<file path="src/hdl/csv_quoted_field_tokenizer_unit_macros.svh">
// Assertion macros for the CSV tokenizer.
`ifndef CSV_QUOTED_FIELD_TOKENIZER_UNIT_MACROS_SVH
`define CSV_QUOTED_FIELD_TOKENIZER_UNIT_MACROS_SVH

`ifndef SYNTH
`define CSVTOK_ASSERT_SAME(label, clk, rstn, ante, cons) \
    label: assert property (@(posedge clk) disable iff (!rstn) (ante) |-> (cons)) \
        else $error("csvtok check failed: label");
`define CSVTOK_ASSERT_NEXT(label, clk, rstn, ante, cons) \
    label: assert property (@(posedge clk) disable iff (!rstn) (ante) |=> (cons)) \
        else $error("csvtok check failed: label");
`else
`define CSVTOK_ASSERT_SAME(label, clk, rstn, ante, cons)
`define CSVTOK_ASSERT_NEXT(label, clk, rstn, ante, cons)
`endif

`endif

</file>
<file path="src/hdl/csvtok_pkg.sv">
package csvtok_pkg;

    localparam int MAX_FIELDS = 64;
    localparam int FIELD_W    = 6;
    localparam logic [FIELD_W-1:0] FIELD_TOP =
        FIELD_W'(((MAX_FIELDS - 1) < 63) ? (MAX_FIELDS - 1) : 63);

    localparam int OQ_DEPTH = 4;
    localparam int OQ_PTR_W = $clog2(OQ_DEPTH);

    localparam logic [7:0] CH_QUOTE   = 8'h22;
    localparam logic [7:0] CH_COMMA   = 8'h2C;
    localparam logic [7:0] CH_RETURN  = 8'h0D;
    localparam logic [7:0] CH_NEWLINE = 8'h0A;

    localparam logic [1:0] KIND_CHAR = 2'd0;
    localparam logic [1:0] KIND_FIELD = 2'd1;
    localparam logic [1:0] KIND_ROW  = 2'd2;

    localparam logic [1:0] CLASS_NAMES = 2'd0;
    localparam logic [1:0] CLASS_TYPES = 2'd1;
    localparam logic [1:0] CLASS_DATA  = 2'd2;

    typedef struct packed {
        logic [7:0] text_byte;
        logic       end_of_text;
    } in_item_t;

    typedef struct packed {
        logic [1:0]         event_kind;
        logic [7:0]         field_char;
        logic [1:0]         row_class;
        logic [FIELD_W-1:0] field_number;
        logic               last_of_run;
    } out_item_t;

    typedef struct packed {
        logic               inside_quotes;
        logic               quote_pending;
        logic               return_pending;
        logic               line_has_content;
        logic [1:0]         rows_seen_class;
        logic [FIELD_W-1:0] field_counter;
    } tok_state_t;

    typedef struct packed {
        logic [1:0]      count;
        out_item_t [1:0] events;
    } step_out_t;

    function automatic out_item_t mk_event(
        input logic [1:0]         kind,
        input logic [7:0]         ch,
        input logic [1:0]         cls,
        input logic [FIELD_W-1:0] fnum
    );
        out_item_t ev;
        ev.event_kind   = kind;
        ev.field_char   = (kind == KIND_CHAR) ? ch : 8'd0;
        ev.row_class    = cls;
        ev.field_number = fnum;
        ev.last_of_run  = 1'b0;
        return ev;
    endfunction

endpackage

</file>
<file path="src/hdl/csvtok_step.sv">
module csvtok_step (
    input  csvtok_pkg::tok_state_t st,
    input  csvtok_pkg::in_item_t   item,
    output csvtok_pkg::tok_state_t st_next,
    output csvtok_pkg::step_out_t  res
);
    import csvtok_pkg::*;

    always_comb begin
        tok_state_t      s;
        out_item_t [1:0] evs;
        logic [1:0]      n;
        logic            done;
        logic [7:0]      c;

        s    = st;
        evs  = '0;
        n    = 2'd0;
        done = 1'b0;
        c    = item.text_byte;

        if (item.end_of_text || (c == CH_NEWLINE)) begin
            if (s.line_has_content) begin
                evs[0] = mk_event(KIND_ROW, 8'd0, s.rows_seen_class, s.field_counter);
                n = 2'd1;
                if (s.rows_seen_class < CLASS_DATA) begin
                    s.rows_seen_class = s.rows_seen_class + 2'd1;
                end
            end
            s.inside_quotes    = 1'b0;
            s.quote_pending    = 1'b0;
            s.return_pending   = 1'b0;
            s.line_has_content = 1'b0;
            s.field_counter    = '0;
            if (item.end_of_text) begin
                s.rows_seen_class = CLASS_NAMES;
            end
        end else begin
            if (s.return_pending) begin
                s.return_pending   = 1'b0;
                s.line_has_content = 1'b1;
                evs[n[0]] = mk_event(KIND_CHAR, CH_RETURN, s.rows_seen_class,
                                     s.field_counter);
                n = n + 2'd1;
            end
            if (s.quote_pending) begin
                s.quote_pending = 1'b0;
                if (c == CH_QUOTE) begin
                    evs[n[0]] = mk_event(KIND_CHAR, CH_QUOTE, s.rows_seen_class,
                                         s.field_counter);
                    n = n + 2'd1;
                    done = 1'b1;
                end else begin
                    s.inside_quotes = 1'b0;
                end
            end
            if (!done) begin
                if (c == CH_RETURN) begin
                    s.return_pending = 1'b1;
                end else begin
                    s.line_has_content = 1'b1;
                    if (s.inside_quotes) begin
                        if (c == CH_QUOTE) begin
                            s.quote_pending = 1'b1;
                        end else begin
                            evs[n[0]] = mk_event(KIND_CHAR, c, s.rows_seen_class,
                                                 s.field_counter);
                            n = n + 2'd1;
                        end
                    end else if (c == CH_QUOTE) begin
                        s.inside_quotes = 1'b1;
                    end else if (c == CH_COMMA) begin
                        evs[n[0]] = mk_event(KIND_FIELD, 8'd0, s.rows_seen_class,
                                             s.field_counter);
                        n = n + 2'd1;
                        if (s.field_counter < FIELD_TOP) begin
                            s.field_counter = s.field_counter + FIELD_W'(1);
                        end
                    end else begin
                        evs[n[0]] = mk_event(KIND_CHAR, c, s.rows_seen_class,
                                             s.field_counter);
                        n = n + 2'd1;
                    end
                end
            end
        end

        if (n == 2'd1) begin
            evs[0].last_of_run = 1'b1;
        end else if (n == 2'd2) begin
            evs[1].last_of_run = 1'b1;
        end

        st_next    = s;
        res.count  = n;
        res.events = evs;
    end

endmodule

</file>
<file path="src/hdl/csvtok_oq.sv">
module csvtok_oq (
    input  logic                  aclk,
    input  logic                  aresetn,
    input  csvtok_pkg::step_out_t push,
    output logic                  room,
    output logic                  m_valid,
    input  logic                  m_ready,
    output csvtok_pkg::out_item_t m_data
);
    import csvtok_pkg::*;

    out_item_t           entry_reg [OQ_DEPTH];
    logic [OQ_PTR_W-1:0] wr_ptr_reg;
    logic [OQ_PTR_W-1:0] wr_ptr_next;
    logic [OQ_PTR_W-1:0] rd_ptr_reg;
    logic [OQ_PTR_W-1:0] rd_ptr_next;
    logic [OQ_PTR_W:0]   count_reg;
    logic [OQ_PTR_W:0]   count_next;
    logic                pop;

    assign m_valid = (count_reg != '0);
    assign m_data  = entry_reg[rd_ptr_reg];
    assign pop     = m_valid && m_ready;
    assign room    = (count_reg <= (OQ_PTR_W + 1)'(OQ_DEPTH - 2));

    assign wr_ptr_next = wr_ptr_reg + OQ_PTR_W'(push.count);
    assign rd_ptr_next = rd_ptr_reg + OQ_PTR_W'(pop);
    assign count_next  = count_reg + (OQ_PTR_W + 1)'(push.count)
                       - (OQ_PTR_W + 1)'(pop);

    always_ff @(posedge aclk) begin
        if (!aresetn) begin
            wr_ptr_reg <= '0;
            rd_ptr_reg <= '0;
            count_reg  <= '0;
        end else begin
            wr_ptr_reg <= wr_ptr_next;
            rd_ptr_reg <= rd_ptr_next;
            count_reg  <= count_next;
        end
    end

    always_ff @(posedge aclk) begin
        if (push.count != 2'd0) begin
            entry_reg[wr_ptr_reg] <= push.events[0];
        end
        if (push.count == 2'd2) begin
            entry_reg[wr_ptr_reg + OQ_PTR_W'(1)] <= push.events[1];
        end
    end

endmodule

</file>
<file path="src/hdl/csv_quoted_field_tokenizer_unit.sv">
// Channel | Ports                      | Transfer unit
// input   | s_valid, s_ready, s_data   | one text byte or an end of text mark
// result  | m_valid, m_ready, m_data   | one token: character, field end or row end
//
// One byte per cycle while the queue has room: a byte waits in the input register, then its
// tokens (up to two) go together into a four-entry result queue.
// The first token reaches m_data through the input register and then the result queue.
// s_ready drops only while the queue holds more than two tokens.
// aresetn is synchronous, active low; it empties the queue and clears all parse state.
`include "csv_quoted_field_tokenizer_unit_macros.svh"

module csv_quoted_field_tokenizer_unit (
    input  logic                  aclk,
    input  logic                  aresetn,
    input  logic                  s_valid,
    output logic                  s_ready,
    input  csvtok_pkg::in_item_t  s_data,
    output logic                  m_valid,
    input  logic                  m_ready,
    output csvtok_pkg::out_item_t m_data
);
    import csvtok_pkg::*;

    logic       in_valid_reg;
    logic       in_valid_next;
    in_item_t   in_data_reg;
    tok_state_t state_reg;
    tok_state_t state_next;
    step_out_t  step_res;
    step_out_t  push;
    logic       room;
    logic       advance;
    logic       s_xfer;

    assign s_ready = !in_valid_reg || room;
    assign s_xfer  = s_valid && s_ready;
    assign advance = in_valid_reg && room;

    assign in_valid_next = s_xfer ? 1'b1 : (advance ? 1'b0 : in_valid_reg);

    always_comb begin
        push = step_res;
        if (!advance) begin
            push.count = 2'd0;
        end
    end

    csvtok_step u_step (
        .st      (state_reg),
        .item    (in_data_reg),
        .st_next (state_next),
        .res     (step_res)
    );

    csvtok_oq u_oq (
        .aclk    (aclk),
        .aresetn (aresetn),
        .push    (push),
        .room    (room),
        .m_valid (m_valid),
        .m_ready (m_ready),
        .m_data  (m_data)
    );

    always_ff @(posedge aclk) begin
        if (!aresetn) begin
            in_valid_reg <= 1'b0;
            state_reg    <= '0;
        end else begin
            in_valid_reg <= in_valid_next;
            if (advance) begin
                state_reg <= state_next;
            end
        end
    end

    always_ff @(posedge aclk) begin
        if (s_xfer) begin
            in_data_reg <= s_data;
        end
    end

    `CSVTOK_ASSERT_SAME(a_char_zero, aclk, aresetn, m_valid && (m_data.event_kind != KIND_CHAR), m_data.field_char == 8'd0)
    `CSVTOK_ASSERT_SAME(a_row_last, aclk, aresetn, m_valid && (m_data.event_kind == KIND_ROW), m_data.last_of_run)
    `CSVTOK_ASSERT_SAME(a_pend_excl, aclk, aresetn, state_reg.return_pending, !state_reg.quote_pending)
    `CSVTOK_ASSERT_NEXT(a_hold_in, aclk, aresetn, in_valid_reg && !room, in_valid_reg && $stable(in_data_reg))

endmodule

</file>
<file path="config.mk">
export PLATFORM = sky130hd
export DESIGN_NAME = csv_quoted_field_tokenizer_unit
export DESIGN_NICKNAME = d
export VERILOG_FILES = /design/src/hdl/csvtok_pkg.sv /design/src/hdl/csvtok_step.sv /design/src/hdl/csvtok_oq.sv /design/src/hdl/csv_quoted_field_tokenizer_unit.sv
export VERILOG_INCLUDE_DIRS = /design/src /design/src/hdl
export SDC_FILE = /design/constraint.sdc
export NUM_CORES = 1
export LEC_CHECK = 0
export ABC_CLOCK_PERIOD_IN_PS = 9700
export BUFFER_PORTS_ARGS = -buffer_cell sky130_fd_sc_hd__buf_2
export CAP_MARGIN = 20
export CORE_MARGIN = 4
export CORE_UTILIZATION = 25
export DETAILED_ROUTE_END_ITERATION = 10
export PLACE_DENSITY = 0.51
export SLEW_MARGIN = 10
export SYNTH_ARGS = -nofsm -noshare
export SYNTH_HDL_FRONTEND = slang
export SYNTH_SLANG_ARGS = --single-unit
export TNS_END_PERCENT = 20
</file>
<file path="constraint.sdc">
create_clock -name aclk -period 9.7 [get_ports aclk]
set_input_delay 0 -clock aclk [delete_from_list [all_inputs] [get_ports aclk]]
set_output_delay 0 -clock aclk [all_outputs]
set_load 0.005 [all_outputs]
</file>
Yosys cells after proc, flatten, opt, wreduce, memory -nomap -nowiden:

Memories as Yosys holds them, arrays and structs flattened. A register that Yosys moved wholly into a read port is not among the register bits.
Cells that the tools add are included.

* $add $sub $neg: 9
* $lt $le $gt $ge: 7
* equal/unequal tests: 11
* mux-type cells: 67
* reduce and logical (&&, ||, !) cells: 17

Operators with widths (number)
* $mux W38: 9
* $bwmux W38: 3
* $mux W19: 6
* $mux W6: 7
* $demux W19 S1: 2
* $mux W2: 16
* $mux W1: 21
* $eq A8 B4 Y1 const B: 2
* $eq A8 B6 Y1 const B: 2
* $mux W13: 1
* $reduce_bool A2 Y1: 6
* $add A2 B1 Y2 const B: 4
* $mux W4: 2
* $ne A2 B1 Y1 const B: 4
* $reduce_and A7 Y1: 1
* $add A6 B1 Y6 const B: 1
* $lt A6 B6 Y1 const B: 1
* $logic_and A1 B1 Y1: 5
* $eq A2 B2 Y1 const B: 2
* $lt A1 B2 Y1 const B: 2
* $reduce_and A4 Y1: 1
* $add A3 B2 Y3: 1
* $le A3 B2 Y1 const B: 1
* $reduce_bool A3 Y1: 1
* 8 further kinds: 10

* register bits after elaboration: 29
* RAM bits: 76
* input bits: 13
* output and inout port bits: 21
* logic and storage cells: 124
* memories: 1

Memories
* u_oq.entry_reg: depth 4, bits a word 19, read ports 1, clocked after memory_dff 1, wr ports 2, line csvtok_oq.sv:12 `out_item_t entry_reg [OQ_DEPTH];`

Logic depth before layout (Yosys ltp):

Gate-level depths: netlist of run 1.

* word-level depth: 20
* depth in mapped cells: 12
* depth with buffers taken out: 11

By module:

A second synthesis of run 1 with hierarchy kept.

* cells, all modules: 461
* area total of the unflattened synthesis: 6030.8 µm²

By module, submodules not included
* csvtok_oq: times used 1, cells an instance 231, area an instance 4242.8 µm², seq. area each 2422.3 µm²
* csvtok_step: times used 1, cells an instance 159, area an instance 939.7 µm², seq. area each 0.0 µm²
* csv_quoted_field_tokenizer_unit: times used 1, cells an instance 71, area an instance 848.3 µm², seq. area each 530.5 µm²

Least setup slack after synthesis of run 1:

OpenSTA, ideal clock, no wires.

* path type: flip-flop to flip-flop
* from: register in_data_reg[3] (netlist name)
* to: memory u_oq.entry_reg[0][0] (netlist name) (enable)
* library setup time: 425 ps
* arrival: 3732 ps
* data required time: 9275 ps
* setup slack: 5543 ps
* stages on the path, launching flop included: 8
* path buffers: 0
* clock period less this slack: 4157 ps
* path through: edfxtp_1 > nor4b_4 > nand4_1 > and2_1 > ha_1 > o32ai_1 > a211oi_1 > o31ai_1

RTL lines
* from (decl): line csv_quoted_field_tokenizer_unit.sv:26 `in_item_t in_data_reg;`
* from (signal assigned): line csv_quoted_field_tokenizer_unit.sv:79 `in_data_reg <= s_data;`
* to (decl): line csvtok_oq.sv:12

==> results_dict.tcl, run 1 <==
set metrics [dict create \
    rows 52 \
    crit_arrival_ns 4.00 \
    netlist_instances 421 \
    async_flop_share_pct 0 \
    h-tree-depth 3 \
    maxClockFrequency_ghz 0.254 \
    r2r_slack_ns 5.76 \
    wl_mm 12.0 \
    cts_resized 0 \
    ys_warn_count 0 \
    wl_per_cell_um 16.5 \
    peakVddDrop_v 0.000101 \
    yosys.area.top_type "edfxtp_1" \
    crit_chain "nor4b_4 -> nand4_1 -> and2_1 -> ha_1 -> o32ai_1 -> a211oi_1 -> o31ai_4 -> buf_6" \
    synth_edf_count 85 \
    ys_types 61 \
    synth_top_area_share_pct 48.5 \
    hp-class "primary input to register" \
    fp.dieArea_sq_um 23400 \
    die_h_um 153 \
    synth-seq-cells 105 \
    gp_congestion 0.883 \
    initial_core_util_pct 25.7 \
    clock_latency_ns 0.35 \
    grt_pass1_vias 3539 \
    via_per_inst 4.81 \
    cts_tree "yes" \
    power.leakage_nw 2.09 \
    drt_iter0_markers 317 \
    num_vias 3507 \
    largest_register_ffs 76 \
    power.density_nw_per_um2 192 \
    setup_tns_ns 0 \
    globalRouteTotalUtil_pct 10.6 \
    rsz0062_at_grt "no" \
    diodes 0 \
    crit_fanout 13 \
    syn_nets 442 \
    nNetsFinal 475 \
    holdCritStartpoint "m_ready" \
    yosys.cell_count.top_type "edfxtp_1" \
    placed_cell_area_sq_um 5700 \
    dp.final_hpwl_mm 8.43 \
    antenna_left 0 \
    drc 0 \
    max_stage_delay_ns 0.60 \
    antenna_found_initial 0 \
    startpoint_type "register" \
    grt_max_degree 33 \
    cp_top_family "compound AO/OA/AOI/OAI gates" \
    cts_made_buffers 9 \
    max_slew_margin_pct 40.8 \
    overflow 0 \
    syn_area_sq_um 5260 \
    cp_slowest_cell "nor4b_4" \
    die_x_um 153 \
    pin_count 34 \
    r2r_start "in_data_reg[4]" \
    dr.pass1.iters 5 \
    finalInstanceArea_sq_um 6170 \
    timing.rr.end "u_oq.entry_reg[0][15]" \
    ff2ff_path_depth 8 \
    post-route-min-period_ns 3.94 \
    drv_cap 0 \
    grt_pass1_wl_mm 19.7 \
    area_growth_pct 17.4 \
    hold_end "u_oq.rd_ptr_reg[0]" \
    drive_gt1_share_pct 19.4 \
    synth_common_cells "edfxtp_1, and2_1, a21oi_1" \
    worst_pin_slew_ns 0.880 \
    final.setup_skew_ns 0.00495 \
    hold_violations 0 \
    clk_pin_slew_ns 0.07 \
    avgSynthCellArea_sq_um 12.5 \
    whs_path_depth 4 \
    cts_sinks 105 \
    setup_viol_count_final 0 \
    synthFlopType "edfxtp_1" \
    clk_path_buf_depth 2 \
    worstPathRequired_ns 9.76 \
    synthTopCellsByArea "edfxtp_1, mux4_2, dfxtp_1" \
    criticalPathCategory "register to register" \
    core_sq_um 20400 \
    ys_seq_area_share_pct 56.2 \
    crit_buf_inv 1 \
    io_buffers 33 \
    fin_crit_sh_pct 40.6 \
    cp-end-kind "register" \
    timing.final.max_slew_violations 0 \
    status "completed" \
    cts-root-buf "clkbuf_16" \
]
[layer usage]
layer	share of wire (%)	global-route usage (%)	vias to the layer above
met2	46	15.9	101
li1	-	-	1692
met4	2.0	4.33	0
met5	0	0	-
met1	48	15.0	1701
met3	4.2	2.09	13
[final cells by class]
cell class,instances,area [sq um]
Fill cell,2105,14300
Tap cell,270,338
Clock inverter,6,90.1
Clock buffer,10,229
Inverter,15,56.3
Timing Repair Buffer,52,350
Sequential cell,105,2950
Multi-Input combinational cell,271,2150
[kinds of logic (layout without fill, tap and decap cells)]
kind of cell,Yosys count,count (layout),synth area share (%)
simple gates,140,140,16.3
flops,105,105,56.2
compound gates,95,95,12.1
buf+inv,45,83,3.62
mux,24,24,9.11
fa+ha+maj,8,8,2.05
xor+xnor,4,4,0.666
[stage by stage]
step | utilization [%] | power (W) | setup slack, ns | std cells | hold slack, ns
detailed placement | 27.9 | 0.000803 | 5.59 | 699 | 0.180
global route | 30.2 | 0.00125 | 5.43 | 729 | 0.187
finish | 30.2 | 0.00118 | 5.76 | 729 | 0.115
floorplan | - | 0.000713 | 5.54 | 421 | 0.0989
CTS | 30.0 | 0.00120 | 5.57 | 726 | 0.108
global placement | 27.9 | 0.000798 | 5.64 | 699 | 0.179
[tightest hold or removal path, delay by kind of cell]
| kind | cells | cell delay [ns] |
|---|---|---|
| adders and majority gates | 1 | 0.12 |
| buffers and inverters | 1 | 0.08 |
| and+or+nand+nor | 2 | 0.25 |
[power breakdown]
group	total, W	leakage (nW)	switching, W	internal, W
logic	0.000252	0.990	0.000129	0.000123
clock network	0.000392	0.155	0.000164	0.000228
registers	0.000540	0.940	0.0000245	0.000515
[how the worst max path moves through the flow]
stage / from / to / slack, ns / cells past startpoint
6_report: in_data_reg[4] / u_oq.entry_reg[0][15] / 5.76 / 8
5_1_grt: in_data_reg[4] / u_oq.entry_reg[0][15] / 5.43 / 8
4_1_cts: in_data_reg[4] / u_oq.entry_reg[0][3] / 5.57 / 7
3_5_place_dp: in_data_reg[4] / u_oq.entry_reg[0][2] / 5.59 / 7
3_3_place_gp: state_reg[9] / u_oq.entry_reg[0][8] / 5.64 / 7
2_1_floorplan: in_data_reg[3] / u_oq.entry_reg[0][0] / 5.54 / 7
[placed cells by master (no fill, tap or decap), types with 3 or more instances in the layout]
cell type      count
and3_1             4
edfxtp_1          85
mux2i_1            4
buf_2             33
nor4_1             3
o32ai_1            4
inv_1             15
dfxtp_1           20
or4_1              9
nand2_1           25
nor3_1             5
ha_1               7
dlygate4sd3_1     11
nor2_1            15
nand3_1            9
o21ai_0           12
clkbuf_16          9
a22o_1             7
a41o_1             5
o31ai_1            4
and2_1            45
a21oi_1           34
xnor2_1            3
buf_4              5
or3_1              7
nand2b_1           4
mux4_2            19
[timing repair]
action	4_1_cts	5_1_grt
hold endpoints to repair	13	0
setup endpoints to repair	0	0
hold buffers	11	0
buffers inserted	0	0
(Power assumes the default switching activity.)
==> inputs of run 2 (changes only) <==
--- a/config.mk
+++ b/config.mk
@@ -6,13 +6,14 @@
 export SDC_FILE = /design/constraint.sdc
 export NUM_CORES = 1
 export LEC_CHECK = 0
-export ABC_CLOCK_PERIOD_IN_PS = 9700
+export ABC_AREA = 1
+export ABC_CLOCK_PERIOD_IN_PS = 3600
 export BUFFER_PORTS_ARGS = -buffer_cell sky130_fd_sc_hd__buf_2
 export CAP_MARGIN = 20
 export CORE_MARGIN = 4
 export CORE_UTILIZATION = 25
 export DETAILED_ROUTE_END_ITERATION = 10
-export PLACE_DENSITY = 0.51
+export PLACE_DENSITY = 0.52
 export SLEW_MARGIN = 10
 export SYNTH_ARGS = -nofsm -noshare
 export SYNTH_HDL_FRONTEND = slang
==> constraint.sdc (replaced) <==
create_clock -name aclk -period 3.6 [get_ports aclk]
set_input_delay 0 -clock aclk [delete_from_list [all_inputs] [get_ports aclk]]
set_output_delay 0 -clock aclk [all_outputs]
set_load 0.005 [all_outputs]
==> results_dict.tcl, run 2 <==
set metrics [dict create \
    hold_violations 0 \
    ys_seq_area_share_pct 55.3 \
    r2r_slack_ns 0.35 \
    globalRouteTotalUtil_pct 11.7 \
    crit_chain "inv_1 -> nand2_2 -> nor2_4 -> nand2_2 -> nor2_1 -> nand2_1 -> nand2_1 -> inv_1 -> ha_1 -> nand2_2 -> nand4_4 -> ha_1 -> fa_1 -> xor2_1 -> inv_1 -> nor2_1" \
    worst_pin_slew_ns 0.878 \
    ys_warn_count 0 \
    final.setup_skew_ns 0.00924 \
    syn_area_sq_um 5340 \
    startpoint_type "register" \
    wl_mm 13.5 \
    ff2ff_path_depth 16 \
    cts-hold-fix-buffers 11 \
    antenna_left 0 \
    pin_count 34 \
    stdcell_count 915 \
    grt_max_degree 40 \
    yosys.cell_count.top_type "nand2_1" \
    layout_commonest_cell "nand2_1" \
    timing.final.max_slew_violations 0 \
    overflow 0 \
    n_fill_cell 2190 \
    io_buffers 33 \
    diodes 0 \
    peakVddDrop_v 0.000196 \
    drv_cap 0 \
    cts_resized 0 \
    synth_common_cells "nand2_1, edfxtp_1, o21ai_0" \
    num_vias 4156 \
    grt_pass1_vias 4041 \
    drt_iter0_markers 343 \
    timing.rr.end "u_oq.count_reg[2]" \
    area_growth_pct 17.1 \
    whs_path_depth 5 \
    synth_top_area_share_pct 47.8 \
    initial_core_util_pct 25.4 \
    drive_gt1_share_pct 12.8 \
    grt_pass1_wl_mm 22.1 \
    worstPathRequired_ns 3.83 \
    drc 0 \
    rows 53 \
    via_per_inst 4.54 \
    clock_latency_ns 0.35 \
    rsz0062_at_grt "no" \
    place_inst 889 \
    hp-class "primary input to register" \
    synth_edf_count 85 \
    dp.final_hpwl_mm 9.56 \
    yosys.area.top_type "edfxtp_1" \
    dr.pass1.iters 5 \
    clk_pin_slew_ns 0.07 \
    synthTopCellsByArea "edfxtp_1, nand2_1, dfxtp_1" \
    power.density_nw_per_um2 528 \
    ys_types 34 \
    fp.dieArea_sq_um 23800 \
    wl_per_cell_um 14.7 \
    syn_nets 610 \
    fin_crit_sh_pct 90.2 \
    crit_arrival_ns 3.48 \
    max_slew_margin_pct 41.4 \
    avgSynthCellArea_sq_um 9.07 \
    cts_made_buffers 9 \
    hold_end "u_oq.rd_ptr_reg[1]" \
    synthFlopType "edfxtp_1" \
    async_flop_share_pct 0 \
    gp_congestion 0.848 \
    nNetsFinal 657 \
    clk_path_buf_depth 2 \
    power.total_w 0.00330 \
    r2r_start "in_data_reg[7]" \
    cts_tree "yes" \
    power.leakage_nw 2.48 \
    max_stage_delay_ns 0.43 \
    cts_sinks 105 \
    postCtsSetupBuffers 0 \
    cp_slowest_cell "fa_1" \
    crit_fanout 8 \
    die_x_um 154 \
    netlist_instances 589 \
    largest_register_ffs 76 \
    antenna_found_initial 0 \
    holdCritStartpoint "m_ready" \
    h-tree-depth 3 \
    status "completed" \
    die_h_um 154 \
    setup_viol_count_final 0 \
    setup_tns_ns 0 \
    post-route-min-period_ns 3.25 \
    synth-seq-cells 105 \
    core_sq_um 21000 \
    cp-end-kind "register" \
    cts-root-buf "clkbuf_16" \
    layout_common_cells "nand2_1, edfxtp_1, o21ai_0" \
    criticalPathCategory "register to register" \
    maxClockFrequency_ghz 0.308 \
]
run 2: stage by stage:
step | hold WS, ns | cell area [sq um] | worst slack, ns | utilization (%)
floorplan | 0.0989 | 5340 | 0.595 | -
global placement | 0.177 | 5860 | 0.412 | 27.9
detailed placement | 0.178 | 5860 | 0.366 | 27.9
CTS | 0.331 | 6250 | 0.352 | 29.7
global route | 0.370 | 6250 | 0.0124 | 29.7
finish | 0.344 | 6250 | 0.353 | 29.7
run 2: cells by family after synthesis:
logic type,after synthesis,share of synthesized area [%]
AOI/OAI and AO/OA,121,12.3
adders and majority gates,8,2.01
DFF,105,55.3
and+or+nand+nor,278,24.1
buffers and inverters,70,5.15
xor gates and xnor gates,7,1.15
run 2: final cells by class:
| type | count | area (sq um) | area share (%) |
|---|---|---|---|
| well taps | 275 | 344 | 5.50 |
| clock buffers | 10 | 229 | 3.66 |
| repair buffers | 54 | 363 | 5.80 |
| clock inverters | 5 | 56.3 | 0.900 |
| flip-flops and latches | 105 | 2950 | 47.2 |
| multi-input cells | 414 | 2110 | 33.8 |
| inverters | 52 | 195 | 3.12 |
run 2: worst max-delay path by stage:
stage | start | to | slack, ns | cells past startpoint
floorplan | in_data_reg[1] | u_oq.count_reg[2] | 0.60 | 16
detailed placement | in_data_reg[7] | u_oq.count_reg[2] | 0.37 | 16
global placement | in_data_reg[3] | u_oq.count_reg[2] | 0.41 | 16
CTS | in_data_reg[7] | u_oq.count_reg[2] | 0.35 | 16
global route | in_data_reg[7] | u_oq.entry_reg[2][5] | 0.01 | 15
finish | in_data_reg[7] | u_oq.count_reg[2] | 0.35 | 16
run 2: critical path: cells and delay by family, from the launching register on:
family	cells	cell delay [ns]
buf+inv	3	0.28
xor+xnor	1	0.17
simple gates	9	1.10
fa+ha+maj	3	1.17
flops	1	0.42
run 2: report_power, final:
| group | switching [W] | internal (W) | total (W) |
|---|---|---|---|
| combinational | 0.000589 | 0.000304 | 0.000893 |
| clock | 0.000423 | 0.000536 | 0.000959 |
| sequential | 0.0000458 | 0.00140 | 0.00145 |
| total | 0.00106 | 0.00224 | 0.00330 |
run 2: layer usage:
layer / part of all wire (%) / vias up / wire length, um / track usage (%)
li1: - / 2119 / - / -
met1: 50 / 1929 / 6720 / 16.7
met2: 43 / 91 / 5860 / 17.4
met3: 4.5 / 17 / 603 / 2.49
met4: 2.2 / 0 / 290 / 4.42
met5: 0 / - / 0 / 0
==> inputs of run 3 (changes only) <==
--- a/config.mk
+++ b/config.mk
@@ -8,12 +8,13 @@
 export LEC_CHECK = 0
 export ABC_AREA = 1
 export ABC_CLOCK_PERIOD_IN_PS = 3600
-export BUFFER_PORTS_ARGS = -buffer_cell sky130_fd_sc_hd__buf_2
 export CAP_MARGIN = 20
 export CORE_MARGIN = 4
 export CORE_UTILIZATION = 25
 export DETAILED_ROUTE_END_ITERATION = 10
-export PLACE_DENSITY = 0.52
+export DONT_BUFFER_PORTS = 1
+export PLACE_DENSITY = 0.51
+export SKIP_CTS_REPAIR_TIMING = 1
 export SLEW_MARGIN = 10
 export SYNTH_ARGS = -nofsm -noshare
 export SYNTH_HDL_FRONTEND = slang
==> results_dict.tcl, run 3 (synthesis gave the netlist of run 2 again) <==
set metrics [dict create \
    num_vias 4054 \
    cts_made_buffers 9 \
    cpMostUsedCell "nand2_1" \
    criticalPathCategory "register to register" \
    core_sq_um 21000 \
    layout_common_cells "nand2_1, edfxtp_1, o21ai_0" \
    worst_pin_slew_ns 0.812 \
    hp-class "primary input to register" \
    cts-root-buf "clkbuf_16" \
    die_x_um 154 \
    clk_pin_slew_ns 0.07 \
    area_growth_pct 14.5 \
    clock_latency_ns 0.35 \
    final-seq-area_sq_um 2950 \
    routed-wl-met3_um 651 \
    h-tree-depth 3 \
    power.density_nw_per_um2 533 \
    via_per_inst 4.59 \
    wl_met2_mm 5.97 \
    rsz0062_at_grt "no" \
    nNetsFinal 624 \
    setup_tns_ns 0 \
    post-route-min-period_ns 3.23 \
    antenna_left 0 \
    power.leakage_nw 2.37 \
    r2r_start "in_data_reg[3]" \
    cp_slowest_cell "edfxtp_1" \
    cp-end-kind "register" \
    max_stage_delay_ns 0.43 \
    n_fill_cell 2183 \
    globalRouteTotalUtil_pct 11.7 \
    grt_max_degree 40 \
    multiInputGateArea_sq_um 2110 \
    max_slew_margin_pct 45.9 \
    diodes 0 \
    cts_tree "yes" \
    drv_cap 0 \
    cp_top_family "adder cells" \
    startpoint "in_data_reg[3]" \
    grt_pass1_wl_mm 21.8 \
    cts_sinks 105 \
    drive_gt1_share_pct 8.22 \
    hold_end "u_oq.rd_ptr_reg[0]" \
    rows 53 \
    final.setup_skew_ns 0.0108 \
    maxClockFrequency_ghz 0.309 \
    crit_arrival_ns 3.48 \
    r2r_slack_ns 0.37 \
    overflow 0 \
    crit_fanout 8 \
    crit_buf_inv 3 \
    drc 0 \
    timing.final.max_slew_violations 0 \
    setup_viol_count_final 0 \
    fin_util_pct 29.1 \
    wl_per_cell_um 15.3 \
    ff2ff_path_depth 16 \
    startpoint_type "register" \
    top_layer "met4" \
    antenna_found_initial 0 \
    crit_chain "inv_2 -> nand2_1 -> nor2_4 -> nand2_2 -> nor2_1 -> nand2_1 -> nand2_1 -> inv_1 -> ha_1 -> nand2_2 -> nand4_4 -> ha_1 -> fa_1 -> xor2_1 -> inv_1 -> nor2_1" \
    pin_count 34 \
    fp.dieArea_sq_um 23800 \
    holdCritStartpoint "m_ready" \
    io_buffers 0 \
    peakVddDrop_v 0.000237 \
    largest_register_ffs 76 \
    gp_congestion 0.872 \
    dp.final_hpwl_mm 9.69 \
    initial_core_util_pct 25.4 \
    wl_met1_mm 6.69 \
    grt_pass1_vias 3752 \
    wl_mm 13.5 \
    layout_commonest_cell "nand2_1" \
    die_h_um 154 \
    whs_path_depth 4 \
    drt_iter0_markers 416 \
    hold_violations 0 \
    clk_path_buf_depth 2 \
    dr.pass1.iters 5 \
    timing.rr.end "u_oq.count_reg[2]" \
    worstPathRequired_ns 3.84 \
    status "completed" \
    fin_crit_sh_pct 89.8 \
]
-- run 3: cell type report --
cell class              instances  share of cell area [%]
flip-flops and latches        105                    48.3
multi-input cells             414                    34.5
well taps                     275                    5.62
clock buffers                   9                    3.68
repair buffers                 21                    3.56
inverters                      52                    3.19
clock inverters                 7                    1.12
-- run 3: layer usage --
layer	up-vias	track usage, %
met4	0	3.32
met3	13	2.52
li1	2061	-
met2	105	17.2
met5	-	0
met1	1875	17.4
-- run 3: where the power goes --
group	internal (W)	total (W)	switching, W
registers	0.00140	0.00145	0.0000508
logic	0.000248	0.000824	0.000575
clock network	0.000540	0.000982	0.000442
-- run 3: worst max-delay path by stage --
stage,end,slack [ns],cells past startpoint
2_1_floorplan,u_oq.count_reg[2],0.60,16
3_3_place_gp,u_oq.count_reg[2],0.41,16
3_5_place_dp,u_oq.count_reg[2],0.36,16
4_1_cts,u_oq.count_reg[2],0.35,16
5_1_grt,u_oq.count_reg[2],0.08,16
6_report,u_oq.count_reg[2],0.37,16
-- run 3: stage by stage --
step	hold slack [ns]	instances	instance area, sq um	total power [W]	setup WS (ns)
3_5_place_dp	0.0989	856	5710	0.00231	0.360
4_1_cts	-0.268	872	6010	0.00329	0.351
5_1_grt	0.222	883	6120	0.00346	0.0787
6_report	0.167	883	6120	0.00326	0.367
2_1_floorplan	0.0989	589	5340	0.00203	0.595
3_3_place_gp	0.0986	855	5690	0.00228	0.407
-- run 3: worst register-to-register path, cell delays in order, from the launching register on --
cell and delay (ns):
edfxtp_1 0.43, inv_2 0.12, nand2_1 0.09, nor2_4 0.14, nand2_2 0.11, nor2_1 0.14, nand2_1 0.09, nand2_1 0.10
inv_1 0.12, ha_1 0.32, nand2_2 0.10, nand4_4 0.28, ha_1 0.42, fa_1 0.43, xor2_1 0.17, inv_1 0.06
nor2_1 0.03
